<file path="src/rtl/rbds_pkg.sv">
`timescale 1ns / 1ps
// rbds_pkg: shared constants, types and reciprocal tables for the rgb565 box downsampler
// no dependencies; used by every other file of the block
package rbds_pkg;

  localparam int MAX_WIDTH    = 512;
  localparam int MAX_SHRINK   = 8;
  localparam int HEIGHT_LIMIT = 512;

  localparam int PIX_W  = 16;
  localparam int CH_W   = 8;
  localparam int COL_W  = $clog2(MAX_WIDTH);
  localparam int ROW_W  = $clog2(HEIGHT_LIMIT);
  localparam int DIM_W  = 10;
  localparam int SHR_W  = 4;
  localparam int SUB_W  = $clog2(MAX_SHRINK);
  // largest block sum: MAX_SHRINK^2 pixels of 255
  localparam int SUM_W  = $clog2(MAX_SHRINK * MAX_SHRINK * 255 + 1);

  // reciprocal scaling for the two constant-table divisions
  localparam int DIM_SHIFT   = 13;
  localparam int DIM_RCP_W   = DIM_SHIFT + 1;
  localparam int AREA_SHIFT  = 20;
  localparam int AREA_RCP_W  = AREA_SHIFT + 1;
  localparam int AREA_PROD_W = SUM_W + AREA_RCP_W;
  localparam int DIM_PROD_W  = DIM_W + DIM_RCP_W;

  localparam int CFG_IDX_W  = 2;
  localparam int CFG_DATA_W = DIM_W;
  typedef logic [CFG_IDX_W-1:0] cfg_idx_t;
  localparam cfg_idx_t CFG_SHRINK = 2'd0;
  localparam cfg_idx_t CFG_WIDTH  = 2'd1;
  localparam cfg_idx_t CFG_HEIGHT = 2'd2;

  localparam logic [SHR_W-1:0] SHRINK_RESET = 4'd1;
  localparam logic [DIM_W-1:0] WIDTH_RESET  = 10'd480;
  localparam logic [DIM_W-1:0] HEIGHT_RESET = 10'd272;

  typedef struct packed {
    logic [SUM_W-1:0] low;
    logic [SUM_W-1:0] mid;
    logic [SUM_W-1:0] high;
  } chan_sum_t;

  typedef struct packed {
    logic             active;
    logic             fresh;
    logic             last;
    logic             row_end;
    logic             image_end;
    logic [COL_W-1:0] addr;
    logic [SHR_W-1:0] shrink;
  } pix_info_t;

  typedef struct packed {
    chan_sum_t        sums;
    logic [SHR_W-1:0] shrink;
    logic             row_end;
    logic             image_end;
  } blk_sum_t;

  function automatic logic [SHR_W-1:0] clamp_shrink(input logic [SHR_W-1:0] v);
    if (v == '0) begin
      return SHR_W'(1);
    end else if (v > SHR_W'(MAX_SHRINK)) begin
      return SHR_W'(MAX_SHRINK);
    end
    return v;
  endfunction

  function automatic logic [DIM_W-1:0] clamp_dim(input logic [DIM_W-1:0] v,
                                                 input logic [DIM_W-1:0] hi);
    if (v == '0) begin
      return DIM_W'(1);
    end else if (v > hi) begin
      return hi;
    end
    return v;
  endfunction

  // ceil(2^DIM_SHIFT / s), exact quotient for dividends below 2^DIM_W
  function automatic logic [DIM_RCP_W-1:0] dim_recip(input logic [SHR_W-1:0] s);
    case (s)
      4'd1:    return DIM_RCP_W'(8192);
      4'd2:    return DIM_RCP_W'(4096);
      4'd3:    return DIM_RCP_W'(2731);
      4'd4:    return DIM_RCP_W'(2048);
      4'd5:    return DIM_RCP_W'(1639);
      4'd6:    return DIM_RCP_W'(1366);
      4'd7:    return DIM_RCP_W'(1171);
      default: return DIM_RCP_W'(1024);
    endcase
  endfunction

  // ceil(2^AREA_SHIFT / s^2), exact quotient for dividends below 2^SUM_W
  function automatic logic [AREA_RCP_W-1:0] area_recip(input logic [SHR_W-1:0] s);
    case (s)
      4'd1:    return AREA_RCP_W'(1048576);
      4'd2:    return AREA_RCP_W'(262144);
      4'd3:    return AREA_RCP_W'(116509);
      4'd4:    return AREA_RCP_W'(65536);
      4'd5:    return AREA_RCP_W'(41944);
      4'd6:    return AREA_RCP_W'(29128);
      4'd7:    return AREA_RCP_W'(21400);
      default: return AREA_RCP_W'(16384);
    endcase
  endfunction

endpackage

</file>
<file path="src/rtl/rbds_ctrl.sv">
`timescale 1ns / 1ps
// rbds_ctrl: configuration registers, derived frame limits and raster position counters
// depends on rbds_pkg
module rbds_ctrl (
  input  logic                            clk,
  input  logic                            rst_n,
  input  logic                            cfg_we,
  input  rbds_pkg::cfg_idx_t              cfg_index,
  input  logic [rbds_pkg::CFG_DATA_W-1:0] cfg_data,
  input  logic                            accept,
  output logic                            cfg_ready,
  output rbds_pkg::pix_info_t             info
);

  localparam int DW = rbds_pkg::DIM_W;
  localparam int SW = rbds_pkg::SHR_W;

  logic [SW-1:0] shrink_r;
  logic [DW-1:0] width_r, height_r;
  logic [1:0]    settle_r, settle_nxt;

  logic [SW-1:0] s_c;
  logic [DW-1:0] w_c, h_c;
  logic [rbds_pkg::DIM_PROD_W-1:0] ow_prod, oh_prod;
  logic [DW-1:0] ow_r, oh_r;
  logic [SW-1:0] sa_r;
  logic [DW+SW-1:0] uw_prod, uh_prod;
  logic [DW-1:0] used_w_r, used_h_r;

  logic [rbds_pkg::COL_W-1:0] col_r, col_nxt, ocol_r, ocol_nxt;
  logic [rbds_pkg::ROW_W-1:0] row_r, row_nxt;
  logic [rbds_pkg::SUB_W-1:0] subc_r, subc_nxt, subr_r, subr_nxt;

  logic col_wrap, row_wrap, subc_wrap, subr_wrap;
  logic row_end_c;

  // config registers; the derived limits are recomputed after a write, with cfg_ready low until they settle
  always_ff @(posedge clk) begin
    if (!rst_n) begin
      shrink_r <= rbds_pkg::SHRINK_RESET;
      width_r  <= rbds_pkg::WIDTH_RESET;
      height_r <= rbds_pkg::HEIGHT_RESET;
      settle_r <= 2'd2;
    end else begin
      settle_r <= settle_nxt;
      if (cfg_we) begin
        case (cfg_index)
          rbds_pkg::CFG_SHRINK: shrink_r <= cfg_data[SW-1:0];
          rbds_pkg::CFG_WIDTH:  width_r  <= cfg_data;
          rbds_pkg::CFG_HEIGHT: height_r <= cfg_data;
          default: ;
        endcase
      end
    end
  end

  always_comb begin
    settle_nxt = settle_r;
    if (cfg_we) begin
      settle_nxt = 2'd2;
    end else if (settle_r != 2'd0) begin
      settle_nxt = settle_r - 2'd1;
    end
  end

  assign cfg_ready = (settle_r == 2'd0);

  assign s_c = rbds_pkg::clamp_shrink(shrink_r);
  assign w_c = rbds_pkg::clamp_dim(width_r, DW'(rbds_pkg::MAX_WIDTH));
  assign h_c = rbds_pkg::clamp_dim(height_r, DW'(rbds_pkg::HEIGHT_LIMIT));

  // output size by reciprocal multiply, then the used extent
  assign ow_prod = rbds_pkg::DIM_PROD_W'(w_c) *
                   rbds_pkg::DIM_PROD_W'(rbds_pkg::dim_recip(s_c));
  assign oh_prod = rbds_pkg::DIM_PROD_W'(h_c) *
                   rbds_pkg::DIM_PROD_W'(rbds_pkg::dim_recip(s_c));
  assign uw_prod = (DW+SW)'(ow_r) * (DW+SW)'(sa_r);
  assign uh_prod = (DW+SW)'(oh_r) * (DW+SW)'(sa_r);

  always_ff @(posedge clk) begin
    ow_r     <= ow_prod[rbds_pkg::DIM_SHIFT +: DW];
    oh_r     <= oh_prod[rbds_pkg::DIM_SHIFT +: DW];
    sa_r     <= s_c;
    used_w_r <= uw_prod[DW-1:0];
    used_h_r <= uh_prod[DW-1:0];
  end

  // raster counters
  assign col_wrap  = (({1'b0, col_r} + DW'(1)) >= w_c);
  assign row_wrap  = (({1'b0, row_r} + DW'(1)) >= h_c);
  assign subc_wrap = (({1'b0, subc_r} + SW'(1)) >= s_c);
  assign subr_wrap = (({1'b0, subr_r} + SW'(1)) >= s_c);

  always_comb begin
    col_nxt  = col_r;
    row_nxt  = row_r;
    subc_nxt = subc_r;
    subr_nxt = subr_r;
    ocol_nxt = ocol_r;
    if (col_wrap) begin
      col_nxt  = '0;
      subc_nxt = '0;
      ocol_nxt = '0;
      if (row_wrap) begin
        row_nxt  = '0;
        subr_nxt = '0;
      end else begin
        row_nxt  = row_r + 1'b1;
        subr_nxt = subr_wrap ? '0 : subr_r + 1'b1;
      end
    end else begin
      col_nxt = col_r + 1'b1;
      if (subc_wrap) begin
        subc_nxt = '0;
        ocol_nxt = ocol_r + 1'b1;
      end else begin
        subc_nxt = subc_r + 1'b1;
      end
    end
  end

  always_ff @(posedge clk) begin
    if (!rst_n) begin
      col_r  <= '0;
      row_r  <= '0;
      subc_r <= '0;
      subr_r <= '0;
      ocol_r <= '0;
    end else if (accept) begin
      col_r  <= col_nxt;
      row_r  <= row_nxt;
      subc_r <= subc_nxt;
      subr_r <= subr_nxt;
      ocol_r <= ocol_nxt;
    end
  end

  // per-pixel decode; output column never passes the column counter so it always indexes
  assign row_end_c = ({1'b0, ocol_r} == (ow_r - DW'(1)));

  always_comb begin
    info.active    = ({1'b0, col_r} < used_w_r) && ({1'b0, row_r} < used_h_r);
    info.fresh     = (subr_r == '0) && (subc_r == '0);
    info.last      = ({1'b0, subr_r} == (s_c - SW'(1))) &&
                     ({1'b0, subc_r} == (s_c - SW'(1)));
    info.row_end   = row_end_c;
    info.image_end = row_end_c && ({1'b0, row_r} == (used_h_r - DW'(1)));
    info.addr      = ocol_r;
    info.shrink    = s_c;
  end

endmodule

</file>
<file path="config.mk">
export PLATFORM = sky130hd
export DESIGN_NAME = rbds_ctrl
export DESIGN_NICKNAME = d
export VERILOG_FILES = /design/src/rtl/rbds_pkg.sv /design/src/rtl/rbds_ctrl.sv
export SDC_FILE = /design/constraint.sdc
export NUM_CORES = 1
export LEC_CHECK = 0
export ABC_AREA = 0
export BUFFER_PORTS_ARGS = -buffer_cell sky130_fd_sc_hd__clkbuf_2
export CAP_MARGIN = 20
export CORE_MARGIN = 2
export CORE_UTILIZATION = 30
export CTS_CLUSTER_SIZE = 40
export DETAILED_ROUTE_END_ITERATION = 10
export HOLD_SLACK_MARGIN = 0.08
export PLACE_DENSITY = 0.41
export SLEW_MARGIN = 5
export SYNTH_ARGS = -nofsm -noshare
export SYNTH_HDL_FRONTEND = slang
export SYNTH_SLANG_ARGS = --single-unit
</file>
<file path="constraint.sdc">
create_clock -name clk -period 7.4 [get_ports clk]
set_input_delay 1.11 -clock clk [delete_from_list [all_inputs] [get_ports clk]]
set_output_delay 1.11 -clock clk [all_outputs]
set_load 0.01 [all_outputs]
</file>
==> results.txt, run 1 <==
The detailed-route wire length per cell came out at 17.4 um. The worst endpoint required time is 7.68 ns. The setup clock skew after layout is 0.0257 ns.

The average instance in the mapped netlist occupies 8.40 um2. The internal power of the cells totals 1.12 mW. The number of hold-slack violations in the final timing report is 0. The first-pass iteration count of the detailed router is 5. The root buffer cell chosen for the clock tree is sky130_fd_sc_hd__clkbuf_16. In this run, synthesis produced a sequential element count of 103. The total grt overflow is 0.

The floorplan row count is 81. The sequential cell area fraction in the yosys report is 13.8%. The total length of routed wires came out at 42900 um. The maximum level of the CTS H-tree is 3. Clock latency on the worst-skew pair, taken at its later pin, is 0.40 ns.

The placed instances occupy a cell area of 0.0159 mm2. The synthesized net count is 2194. After the last flow step, the layout net total stands at 2207. The launching point of the worst reg2reg path is shrink_r[3]. For this configuration, the core starts out at a cell density of 30.5%.

The number of distinct standard cells referenced by the synthesized netlist is 61. The area enclosed by the die boundary is 0.0516 mm2. The worst slew margin relative to its limit is 30.1%.

The number of standard cells after synthesis came out at 1780. The hold buffer count at CTS is 0. Clock-pin slew was measured on the worst setup and hold paths at 0.09 ns.

The number of enable flip-flop cells after synthesis came out at 0. The CTS buffer count is 9. In this run the tool buffered the top-level ports with 34 buffer cells. The total clock sinks came out at 103. The total power divided by cell area came out at 114 mW/mm2. The endpoint of the most critical register-to-register path is ow_r[9].

The area growth from synthesis to layout is 8.32%. The post-route standard cell area excluding fillers came out at 0.0162 mm2. For the pin with the worst max-slew slack, the measured transition is 1.05 ns.

In this run the most critical hold path is launched from width_r[3]. The count of warnings emitted by yosys came out at 0. The sequential cell fraction of total power came out at 37.9%. In this run the horizontal extent of the chip is 227 um.

Of all cell types, the one taking the most synthesized area is sky130_fd_sc_hd__fa_1. The first-pass GRT wire length is 68400 um. The ratio of cells with drive above 1 in the final layout is 5.45%. For hold timing, the worst endpoint is width_r[3]. The fraction of post-synthesis cell area in the top cell type by area came out at 28.1%. The via count of the first global-routing pass came out at 11800. The prevailing post-synth register cell is sky130_fd_sc_hd__dfxtp_1. The placed wire-length estimate after detailed placement is 35800 um. Setup repair after global routing left no endpoint under its margin.

The highest attainable clock frequency is 145 MHz. The fraction of registers with async set/reset is 0%. The type of the worst setup path is reg -> reg. Across the VDD grid, the largest voltage drop is 0.137 mV. The maximum number of pins on one net before global-route repair came out at 29. The static leakage power is 8.32 nW.

The number of maximum-capacitance violations came out at 0. In this run the cell area of the synthesized design comes to 0.0149 mm2. Cells fill 33.0% of the core in the end. The path class of the tightest hold or removal check is reg -> reg. In the post-synthesis netlist, the biggest area contributors are sky130_fd_sc_hd__fa_1, sky130_fd_sc_hd__ha_1, sky130_fd_sc_hd__dfxtp_1. The flow ran to the end, and the final reports show no timing, DRC or antenna violations. TritonCTS built the clock tree. The category of the worst setup path capture point is a flop. The post-route setup TNS is 0 ns. The switching fraction of total power came out at 39.3%. For this run, the total global-route usage over all layers was measured as 17.5%. The hold path depth is 2.

The share of power burned in the clock network came out at 27.1%. Leaving out fill and tap cells, the most frequent cell in the layout is sky130_fd_sc_hd__inv_1. The initial antenna violation count came to 0.

No sink is reached through more buffers than the 2 on the longest clock path. The number of violations reported at the end of detailed-routing iteration 0 is 613. The setup-violating endpoint count in the final report came out at 0.

The combinational share of power is 35.1%. The final number of max-transition violations is 0. The number of antenna diodes in the final layout is 0. The worst path in the final design needs a cycle of 6.87 ns, including I/O delays and setup.

The detailed-route DRC error count came out at 0. The weighted congestion reported at the end of routability-driven placement is 0.867. The data arrival time of the worst path came out at 7.15 ns.

Leaving out fill and tap cells, the most frequent cells in the layout are sky130_fd_sc_hd__inv_1, sky130_fd_sc_hd__nand2_1, sky130_fd_sc_hd__fa_1. Of all nets on the critical path, the largest fanout is 12. The placeable core area is 0.0491 mm2. The switching component of the power came out at 0.723 mW. The antenna violation net count after detailed routing is 0. Summing over every cut layer, the via total after detailed routing is 11500. The final critical path takes up 92.9% of the cycle. In the routed layout, each cell is associated on average with a via count of 4.68. The number of top-level pins came out at 35. The vertical die dimension came out at 227 um. The total of fill cells in the finished design is 5301. The worst setup path is launched from a flop. The worst register-to-register path has a depth of 26. The register-to-register path setup slack came out at 0.53 ns.
## what timing repair did
action / in CTS / in global routing
setup endpoints to repair: 0 / 9
setup buffers: 0 / 0
gates resized for setup: 0 / 1
## logic make-up after synthesis
group | after synthesis | synth area share, %
compound gates | 210 | 8.88
xor+xnor | 91 | 5.33
fa+ha+maj | 398 | 43.9
buf+inv | 369 | 9.45
flops | 103 | 13.8
mux | 15 | 1.00
simple gates | 594 | 17.7
## layer usage
metal / routed length (um) / global-route usage [%] / vias up
li1: - / - / 5639
met1: 21300 / 25.4 / 5666
met2: 19000 / 27.6 / 205
met3: 2140 / 2.96 / 23
met4: 519 / 3.35 / 0
met5: 0 / 0 / -
## sequential cells by signal, indices dropped and copies added, names as in the netlist, 9 cells and up
signal / cells
ocol_r: 9
row_r: 9
oh_r: 10
used_h_r: 10
height_r: 10
ow_r: 10
col_r: 9
used_w_r: 10
width_r: 10
## worst max-delay path, cell delays in order (launching register included)
cell and delay, ns:
sky130_fd_sc_hd__dfxtp_1 0.59, sky130_fd_sc_hd__inv_1 0.07, sky130_fd_sc_hd__buf_4 0.17, sky130_fd_sc_hd__nand2_1 0.20, sky130_fd_sc_hd__inv_1 0.14, sky130_fd_sc_hd__ha_1 0.30, sky130_fd_sc_hd__nand2_1 0.31, sky130_fd_sc_hd__nand2_1 0.45
sky130_fd_sc_hd__nand2_1 0.28, sky130_fd_sc_hd__inv_1 0.08, sky130_fd_sc_hd__fa_1 0.42, sky130_fd_sc_hd__fa_1 0.55, sky130_fd_sc_hd__inv_1 0.05, sky130_fd_sc_hd__fa_1 0.53, sky130_fd_sc_hd__inv_1 0.05, sky130_fd_sc_hd__fa_1 0.47
sky130_fd_sc_hd__inv_1 0.05, sky130_fd_sc_hd__fa_1 0.47, sky130_fd_sc_hd__inv_1 0.04, sky130_fd_sc_hd__ha_1 0.27, sky130_fd_sc_hd__nand4_1 0.09, sky130_fd_sc_hd__a21oi_1 0.20, sky130_fd_sc_hd__o211ai_1 0.18, sky130_fd_sc_hd__a21oi_1 0.31
sky130_fd_sc_hd__nor2_1 0.13, sky130_fd_sc_hd__a31o_2 0.25, sky130_fd_sc_hd__xnor2_1 0.11
## layout make-up
| class | count | area [um2] | share of cell area, % |
|---|---|---|---|
| multi-input cells | 1308 | 11500 | 70.9 |
| flip-flops and latches | 103 | 2060 | 12.7 |
| inverters | 308 | 1160 | 7.14 |
| well taps | 664 | 831 | 5.13 |
| repair buffers | 63 | 388 | 2.40 |
| clock buffers | 10 | 229 | 1.41 |
| clock inverters | 6 | 50.0 | 0.309 |
## how the worst max path moves through the flow
stage                startpoint      end
global placement    shrink_r[1]  oh_r[6]
CTS                 shrink_r[2]  ow_r[9]
floorplan           shrink_r[3]  oh_r[3]
finish              shrink_r[3]  ow_r[9]
global route        shrink_r[3]  oh_r[5]
detailed placement  shrink_r[2]  ow_r[9]
## synthesized netlist by cell type, drive strengths merged (21+ instances only)
cell / n
xor2: 37
o21ai: 40
ha: 188
xnor2: 54
inv: 303
nand3: 30
fa: 210
a21o: 21
and2: 35
nor2: 173
clkbuf: 52
nand2: 252
nor2b: 23
a21oi: 81
dfxtp: 103
## per-stage QoR
step                worst slack, ns  power [mW]  hold WS (ns)  std cells
detailed placement            0.397        1.37         0.470       2446
CTS                           0.356        1.88         0.480       2462
global placement              0.430        1.36         0.464       2446
floorplan                     0.874        1.17         0.442       1780
finish                        0.526        1.84         0.472       2462
global route                 0.0560        1.99         0.515       2462
## power groups by stage
stage	logic (mW)	registers, mW	clock network (mW)
after floorplan	0.501	0.665	0
after global placement	0.648	0.712	0
after detailed placement	0.655	0.712	0
after CTS	0.659	0.699	0.519
after global routing	0.753	0.706	0.536
final	0.646	0.697	0.499
Note: power is estimated with default switching activity, not from simulation.
==> run 2: changes to the inputs <==
CORE_UTILIZATION = 62   (was 30)
HOLD_SLACK_MARGIN = default   (was 0.08)
PLACE_DENSITY = 0.76   (was 0.41)
==> run 2 against run 1 <==
  * Largest cell class unchanged
  * Via count grew 4.5%
  * First-iteration DRC count grew 71%
  * Hold slack gained 0.0043 ns
  * Setup slack lost 0.16 ns
  * Maximum frequency shrank 2.2%
  * Sequential share of layout area grew 0.40 points
  * Sequential power shrank 1%
==> results.txt, run 2 (synthesized netlist as in run 1, its figures left out) <==
The antenna violation net count after detailed routing is 0 (unchanged). The number of top-level pins is 35 (unchanged). Status: finished, final reports clean (unchanged).

The worst slew margin relative to its limit came out at 38.9% (was 30.1%). The initial standard-cell utilization of the core is 63.5% (was 30.5%). The commonest non-fill, non-tap cell in the layout is sky130_fd_sc_hd__inv_1 (unchanged).

The data arrival time of the worst path is 7.28 ns (was 7.15 ns). The overall global routing resource usage came out at 31.4% (was 17.5%). The class of the most critical hold timing path is reg -> reg (unchanged).

The weighted congestion reported at the end of routability-driven placement came out at 1.04 (was 0.867). The total clock sinks is 103 (unchanged). The net count reported at finish came to 2198 (was 2207).

The total of fill cells in the finished design is 2063 (was 5301). The critical path startpoint was shrink_r[3] (unchanged). The static leakage power came to 8.28 nW (was 8.32 nW). The post-detailed-route via-to-cell ratio came out at 5.71 (was 4.68).

The peak ir drop on the vdd network came out at 0.116 mV (was 0.137 mV). The setup clock skew after layout is 0.0115 ns (was 0.0257 ns). The detailed-route wire length per cell is 18.2 um (was 17.4 um). The initial antenna violation count is 0 (unchanged). The ratio of cells with drive above 1 in the final layout is 4.97% (was 5.45%). The CTS buffer count came out at 9 (unchanged).

The first-pass iteration count of the detailed router came to 5 (unchanged). The number of buffers added on ports came to 34 (unchanged). The placeable core area came out at 0.0235 mm2 (was 0.0491 mm2).

The final number of max-transition violations is 0 (unchanged). The setup-violating endpoint count in the final report came out at 0 (unchanged). The maximum number of pins on one net before global-route repair is 44 (was 29). The detailed-route DRC error count came out at 0 (unchanged). The maximum fanout along the worst path was 11 (was 12). The startpoint of the worst hold path is width_r[0] (was width_r[3]). The number of hold-slack violations in the final timing report is 0 (unchanged). The floorplan row count is 56 (was 81). The register-to-register path setup slack came out at 0.37 ns (was 0.53 ns). The horizontal die dimension is 159 um (was 227 um).

The area growth from synthesis to layout is 5.06% (was 8.32%). The post-route standard cell area excluding fillers came to 0.0157 mm2 (was 0.0162 mm2). The final period utilization came out at 95.0% (was 92.9%).

The category of the worst setup path capture point is a flop (unchanged). The post-route setup TNS was 0 ns (unchanged). The number of violations reported at the end of detailed-routing iteration 0 is 1047 (was 613). The number of vias in the routed layout is 12000 (was 11500). The TritonCTS clock tree is yes (unchanged).

The total grt overflow came out at 0 (unchanged). The clock root buffer is sky130_fd_sc_hd__clkbuf_16 (unchanged). The final critical delay including setup and external delays came out at 7.03 ns (was 6.87 ns).

The first-pass GRT wire length is 63700 um (was 68400 um). The nature of the critical path startpoint is a flop (unchanged). The vertical die dimension came out at 159 um (was 227 um). The clock-pin transition on the worst setup and hold timing paths is 0.08 ns (was 0.09 ns). The insertion delay of the later-clocked pin in the worst-skew pair is 0.37 ns (was 0.40 ns).

The area enclosed by the die boundary is 0.0254 mm2 (was 0.0516 mm2). The highest attainable clock frequency came out at 142 MHz (was 145 MHz). The number of maximum-capacitance violations came out at 0 (unchanged).

The total length of routed wires was 38400 um (was 42900 um). The maximum level of the CTS H-tree came to 3 (unchanged). Setup repair after global routing missed its margin: false (unchanged). The launching point of the worst reg2reg path is shrink_r[3] (unchanged).

The worst endpoint required time came out at 7.65 ns (was 7.68 ns). The placed wire-length estimate after detailed placement is 31500 um (was 35800 um). The slew at the pin closest to its max-slew limit is 0.915 ns (was 1.05 ns). The number of diodes was 0 (unchanged). The placed cell area was 0.0154 mm2 (was 0.0159 mm2). The via count of the first global-routing pass is 12600 (was 11800). Top library cells by usage in the layout, fill and taps aside: sky130_fd_sc_hd__inv_1, sky130_fd_sc_hd__nand2_1, sky130_fd_sc_hd__fa_1 (unchanged).

The type of the worst setup path is reg -> reg (unchanged). The maximum count of clock buffers along a single path is 2 (unchanged). The total power divided by cell area came out at 116 mW/mm2 (was 114 mW/mm2).
[run 2: path summary, 6_finish.rpt]
kind / end / cells past startpoint
setup / recovery: oh_r[5] / 20
hold / removal: width_r[0] / 2
setup reg to reg: oh_r[5] / 20
hold reg to reg: width_r[0] / 2
[run 2: final cells by class]
class | instances | area, um2 | share of cell area, %
multi-input cells | 1308 | 11500 | 73.1
flip-flops and latches | 103 | 2060 | 13.1
inverters | 308 | 1160 | 7.36
well taps | 319 | 399 | 2.54
repair buffers | 54 | 320 | 2.04
clock buffers | 9 | 225 | 1.43
clock inverters | 7 | 66.3 | 0.422
[run 2: through the flow]
step	util, %	hold slack [ns]	std cells	total power [mW]	setup slack [ns]
global route	66.7	0.498	2108	1.94	0.0724
global placement	65.5	0.459	2092	1.32	0.641
floorplan	-	0.442	1780	1.17	0.874
finish	66.7	0.476	2108	1.82	0.369
detailed placement	65.5	0.468	2092	1.34	0.542
CTS	66.7	0.478	2108	1.82	0.483
[run 2: per-layer routing]
layer  vias to the layer above  wire length, um  share of wire, %  GRT usage, %
met5                         -                0                 0             0
met3                        71             2590               6.7          5.03
met1                      5933            16700                44          42.6
met4                         0             1070               2.8          8.93
li1                       5615                -                 -             -
met2                       428            18000                47          52.4
[run 2: where the power goes]
group | switching (mW) | internal (mW) | leakage (nW)
Combinational | 0.381 | 0.268 | 7.29
Clock | 0.249 | 0.237 | 0.142
Sequential | 0.0710 | 0.616 | 0.843
[run 2: what timing repair did]
action	4_1_cts	5_1_grt
buffers inserted	0	0
hold buffers	0	0
endpoints found under the setup margin	0	3
gates resized for setup	0	1
[run 2: critical path, cell delays in order, from the launching register on]
cell and delay (ns):
sky130_fd_sc_hd__dfxtp_1 0.33, sky130_fd_sc_hd__buf_4 0.19, sky130_fd_sc_hd__nor2_1 0.42, sky130_fd_sc_hd__ha_1 0.38, sky130_fd_sc_hd__nand2_1 0.32, sky130_fd_sc_hd__nand2_1 0.49
sky130_fd_sc_hd__nand2_1 0.21, sky130_fd_sc_hd__fa_1 0.56, sky130_fd_sc_hd__fa_1 0.52, sky130_fd_sc_hd__inv_1 0.04, sky130_fd_sc_hd__ha_1 0.31, sky130_fd_sc_hd__fa_1 0.55
sky130_fd_sc_hd__inv_1 0.06, sky130_fd_sc_hd__fa_1 0.54, sky130_fd_sc_hd__inv_1 0.04, sky130_fd_sc_hd__ha_1 0.30, sky130_fd_sc_hd__a2111oi_1 0.65, sky130_fd_sc_hd__o21bai_1 0.22
sky130_fd_sc_hd__o31ai_1 0.48, sky130_fd_sc_hd__o21bai_1 0.15, sky130_fd_sc_hd__xor2_1 0.16
==> run 3: changes to the inputs <==
ABC_AREA = 1   (was 0)
==> run 3 against run 2 <==
  * Final cell count up 14%
  * Register-to-register slack improved by 0.07 ns
  * Largest cell class unchanged
  * Clock-buffer cell count grew 1
  * Setup slack better by 0.065 ns
  * Wire length increased by 14%
  * Synthesized cell count up 16%
  * Via count up 12%
  * Maximum frequency is 0.93% higher
  * Highest routed layer unchanged
  * Clock skew is 0.010 ns higher
  * Combinational power increased by 65%
  * First-iteration DRC count grew 27%
  * Clock power grew 5.6%
==> results.txt, run 3 <==
Status: finished, final reports clean (unchanged). The synthesized net count is 2478 (was 2194). The type of the worst setup path is reg -> reg (unchanged). The number of non-filler instances in the completed layout is 2413 (was 2108). The TritonCTS clock tree is yes (unchanged). The footprint of the multi-input gates is 0.0118 mm2 (was 0.0115 mm2). The placed wire-length estimate after detailed placement was 36200 um (was 31500 um). The number of top-level pins came out at 35 (unchanged). The post-route setup TNS is 0 ns (unchanged). The peak ir drop on the vdd network came to 0.144 mV (was 0.116 mV). The startpoint of the worst hold path was shrink_r[3] (was width_r[0]). The net count reported at finish is 2491 (was 2198). The initial antenna violation count came to 1 (was 0). The cell class contributing the biggest share of worst-path delay is adder cells (unchanged). The mean instance size in the synthesized netlist is 7.62 um2 (was 8.40 um2). Leading cell types by total area after synthesis: sky130_fd_sc_hd__fa_1, sky130_fd_sc_hd__ha_1, sky130_fd_sc_hd__dfxtp_1 (unchanged). The prevailing post-synth register cell is sky130_fd_sc_hd__dfxtp_1 (unchanged).

The total clock sinks came to 103 (unchanged). The data arrival time of the worst path was 7.24 ns (was 7.28 ns). The count of warnings emitted by yosys is 0 (unchanged). The depth of the worst register-to-register path is 32 (was 20). The via count of the first global-routing pass came out at 13900 (was 12600). The ratio of cells with drive above 1 in the final layout came out at 5.24% (was 4.97%). The weighted congestion reported at the end of routability-driven placement came out at 0.995 (was 1.04). The overall power of the completed layout is 2.36 mW (was 1.82 mW).

The top cell type by total area after synthesis is sky130_fd_sc_hd__fa_1 (unchanged). The number of violations reported at the end of detailed-routing iteration 0 came out at 1328 (was 1047). The highest attainable clock frequency is 144 MHz (was 142 MHz). The final number of max-transition violations is 0 (unchanged). The number of enable flip-flop cells after synthesis came out at 0 (unchanged). The sequential cell area fraction in the yosys report was 13.1% (was 13.8%).

The final period utilization came out at 94.1% (was 95.0%). The post-synthesis compound-gate area fraction came to 8.66% (was 8.88%). The hold path depth is 0 (was 2).

The simple-gate share of the synthesized area came out at 19.6% (was 17.7%). The most numerous cell on the critical path is sky130_fd_sc_hd__nand2_1 (was sky130_fd_sc_hd__fa_1). The post-synthesis share of cell area spent on xor and xnor gates was 5.07% (was 5.33%). The combined area of all synthesized cells came out at 0.0157 mm2 (was 0.0149 mm2). The worst slew margin relative to its limit came out at 32.2% (was 38.9%). The area enclosed by the die boundary was 0.0267 mm2 (was 0.0254 mm2). Setup repair after global routing missed its margin: false (unchanged).

The fraction of registers with async set/reset was 0% (unchanged). The number of maximum-capacitance violations is 0 (unchanged). The highest cell delay on the worst timing path is 0.55 ns (was 0.65 ns). The detailed-route wire length per cell came out at 18.1 um (was 18.2 um). The clock-pin transition on the worst setup and hold timing paths came out at 0.10 ns (was 0.08 ns). The detailed-route DRC error count is 0 (unchanged). The area growth from synthesis to layout came out at 5.10% (was 5.06%). The initial standard-cell utilization of the core came out at 62.8% (was 63.5%).

The number of hold-slack violations in the final timing report was 0 (unchanged). The flop and latch count out of synthesis came to 103 (unchanged). The horizontal die dimension is 163 um (was 159 um). The total grt overflow came to 0 (unchanged). Top cell types by occurrence after synthesis: sky130_fd_sc_hd__inv_1, sky130_fd_sc_hd__nand2_1, sky130_fd_sc_hd__nor2_1, sky130_fd_sc_hd__fa_1, sky130_fd_sc_hd__ha_1 (was sky130_fd_sc_hd__inv_1, sky130_fd_sc_hd__nand2_1, sky130_fd_sc_hd__fa_1, sky130_fd_sc_hd__ha_1, sky130_fd_sc_hd__nor2_1).

The number of cells in the design after placement was 2396 (was 2092). The clock root buffer is sky130_fd_sc_hd__clkbuf_16 (unchanged). The post-detailed-route via-to-cell ratio is 5.60 (was 5.71).

The mux share of post-synthesis cell area is 0% (was 1.00%). The floorplan row count is 58 (was 56). The category of the worst setup path capture point is a flop (unchanged). The number of buffers and inverters on the critical path came out at 9 (was 4). The CTS buffer count came out at 9 (unchanged). The worst endpoint required time came to 7.67 ns (was 7.65 ns). The setup-violating endpoint count in the final report came out at 0 (unchanged). The insertion delay of the later-clocked pin in the worst-skew pair is 0.38 ns (was 0.37 ns). The number of distinct standard cells referenced by the synthesized netlist is 48 (was 61). The endpoint of the most critical register-to-register path was oh_r[5] (unchanged). The register area is 0.00206 mm2 (about the same).

The launching point of the worst reg2reg path is shrink_r[3] (unchanged). The fraction of post-synthesis cell area in the top cell type by area is 26.7% (was 28.1%). The number of vias in the routed layout came out at 13500 (was 12000). Top library cells by usage in the layout, fill and taps aside: sky130_fd_sc_hd__inv_1, sky130_fd_sc_hd__nand2_1, sky130_fd_sc_hd__nor2_1 (was sky130_fd_sc_hd__inv_1, sky130_fd_sc_hd__nand2_1, sky130_fd_sc_hd__fa_1). The maximum number of pins on one net before global-route repair came to 41 (was 44).

The commonest non-fill, non-tap cell in the layout was sky130_fd_sc_hd__inv_1 (unchanged). The total of fill cells in the finished design was 2237 (was 2063). The vertical die dimension is 163 um (was 159 um). The register-to-register path setup slack is 0.43 ns (was 0.37 ns). The post-synthesis share of cell area spent on full adders, half adders and majority gates is 41.7% (was 43.9%). The cell with the largest stage delay on the worst path is sky130_fd_sc_hd__fa_1 (was sky130_fd_sc_hd__a2111oi_1).

The static leakage power came out at 9.02 nW (was 8.28 nW). The total length of routed wires came out at 43700 um (was 38400 um). The first-pass iteration count of the detailed router is 5 (unchanged).

The nature of the critical path startpoint is a flop (unchanged). The worst hold endpoint is sa_r[3] (was width_r[0]). The class of the most critical hold timing path is reg -> reg (unchanged). The number of standard cells after synthesis is 2064 (was 1780). The placeable core area is 0.0250 mm2 (was 0.0235 mm2).

The most common cell in the synthesized netlist was sky130_fd_sc_hd__inv_1 (unchanged). The maximum count of clock buffers along a single path is 2 (unchanged). The antenna violation net count after detailed routing is 0 (unchanged). The largest family of logic cells by synthesized area is adder cells (unchanged). The total power divided by cell area is 143 mW/mm2 (was 116 mW/mm2). The setup clock skew after layout came out at 0.0219 ns (was 0.0115 ns). The slew at the pin closest to its max-slew limit came out at 1.02 ns (was 0.915 ns). The maximum level of the CTS H-tree came out at 3 (unchanged). The first-pass GRT wire length is 71500 um (was 63700 um).

The overall global routing resource usage is 34.8% (was 31.4%). The number of buffers added on ports is 34 (unchanged). The final critical delay including setup and external delays is 6.97 ns (was 7.03 ns). The maximum fanout along the worst path came out at 19 (was 11).
[run 3: layer usage]
layer,global-route usage (%),up-vias,part of all wire [%]
met3,6.02,112,8.3
met5,0,-,0
li1,-,6359,-
met2,57.1,564,47
met4,14.1,0,3.8
met1,45.7,6466,41
[run 3: how the worst max path moves through the flow]
stage                start  endpoint  slack, ns  cells after the start
2_1_floorplan  shrink_r[3]   oh_r[5]       1.11                     30
3_3_place_gp   shrink_r[3]   oh_r[5]       0.76                     33
3_5_place_dp   shrink_r[3]   oh_r[5]       0.46                     32
4_1_cts        shrink_r[3]   oh_r[5]       0.45                     32
5_1_grt        shrink_r[3]   oh_r[5]       0.10                     32
6_report       shrink_r[3]   oh_r[5]       0.43                     32
[run 3: layout make-up]
| type | instances | area share [%] |
|---|---|---|
| diodes | 1 | 0.0151 |
| clock buffers | 10 | 1.45 |
| clock inverters | 6 | 0.378 |
| inverters | 445 | 10.1 |
| multi-input cells | 1470 | 71.4 |
| flip-flops and latches | 103 | 12.5 |
| well taps | 330 | 2.50 |
| repair buffers | 48 | 1.67 |
[run 3: timing repair]
item                                    in CTS  in global routing
buffers inserted                             0                  0
endpoints found under the setup margin       0                  2
resized for setup                            0                  1
hold buffers                                 0                  0
[run 3: power breakdown]
group | internal [mW] | switching [mW] | leakage (nW)
clock | 0.248 | 0.265 | 0.148
combinational | 0.400 | 0.672 | 8.02
sequential | 0.647 | 0.133 | 0.847
[run 3: logic make-up (layout without fill, tap and decap cells)]
group / count (synthesis) / in the layout
AOI/OAI and AO/OA: 237 / 237
other: 0 / 1
and+or+nand+nor: 744 / 744
xor gates and xnor gates: 91 / 91
buffers and inverters: 491 / 509
DFF: 103 / 103
adders and majority gates: 398 / 398
[run 3: stage by stage]
stage	cell area (um2)	hold WS (ns)	setup WS (ns)	util, %
2_1_floorplan	15700	0.422	1.11	-
3_3_place_gp	16200	0.434	0.759	64.8
3_5_place_dp	16200	0.444	0.459	64.8
4_1_cts	16500	0.456	0.453	66.0
5_1_grt	16500	0.443	0.101	66.0
6_report	16500	0.451	0.434	66.0
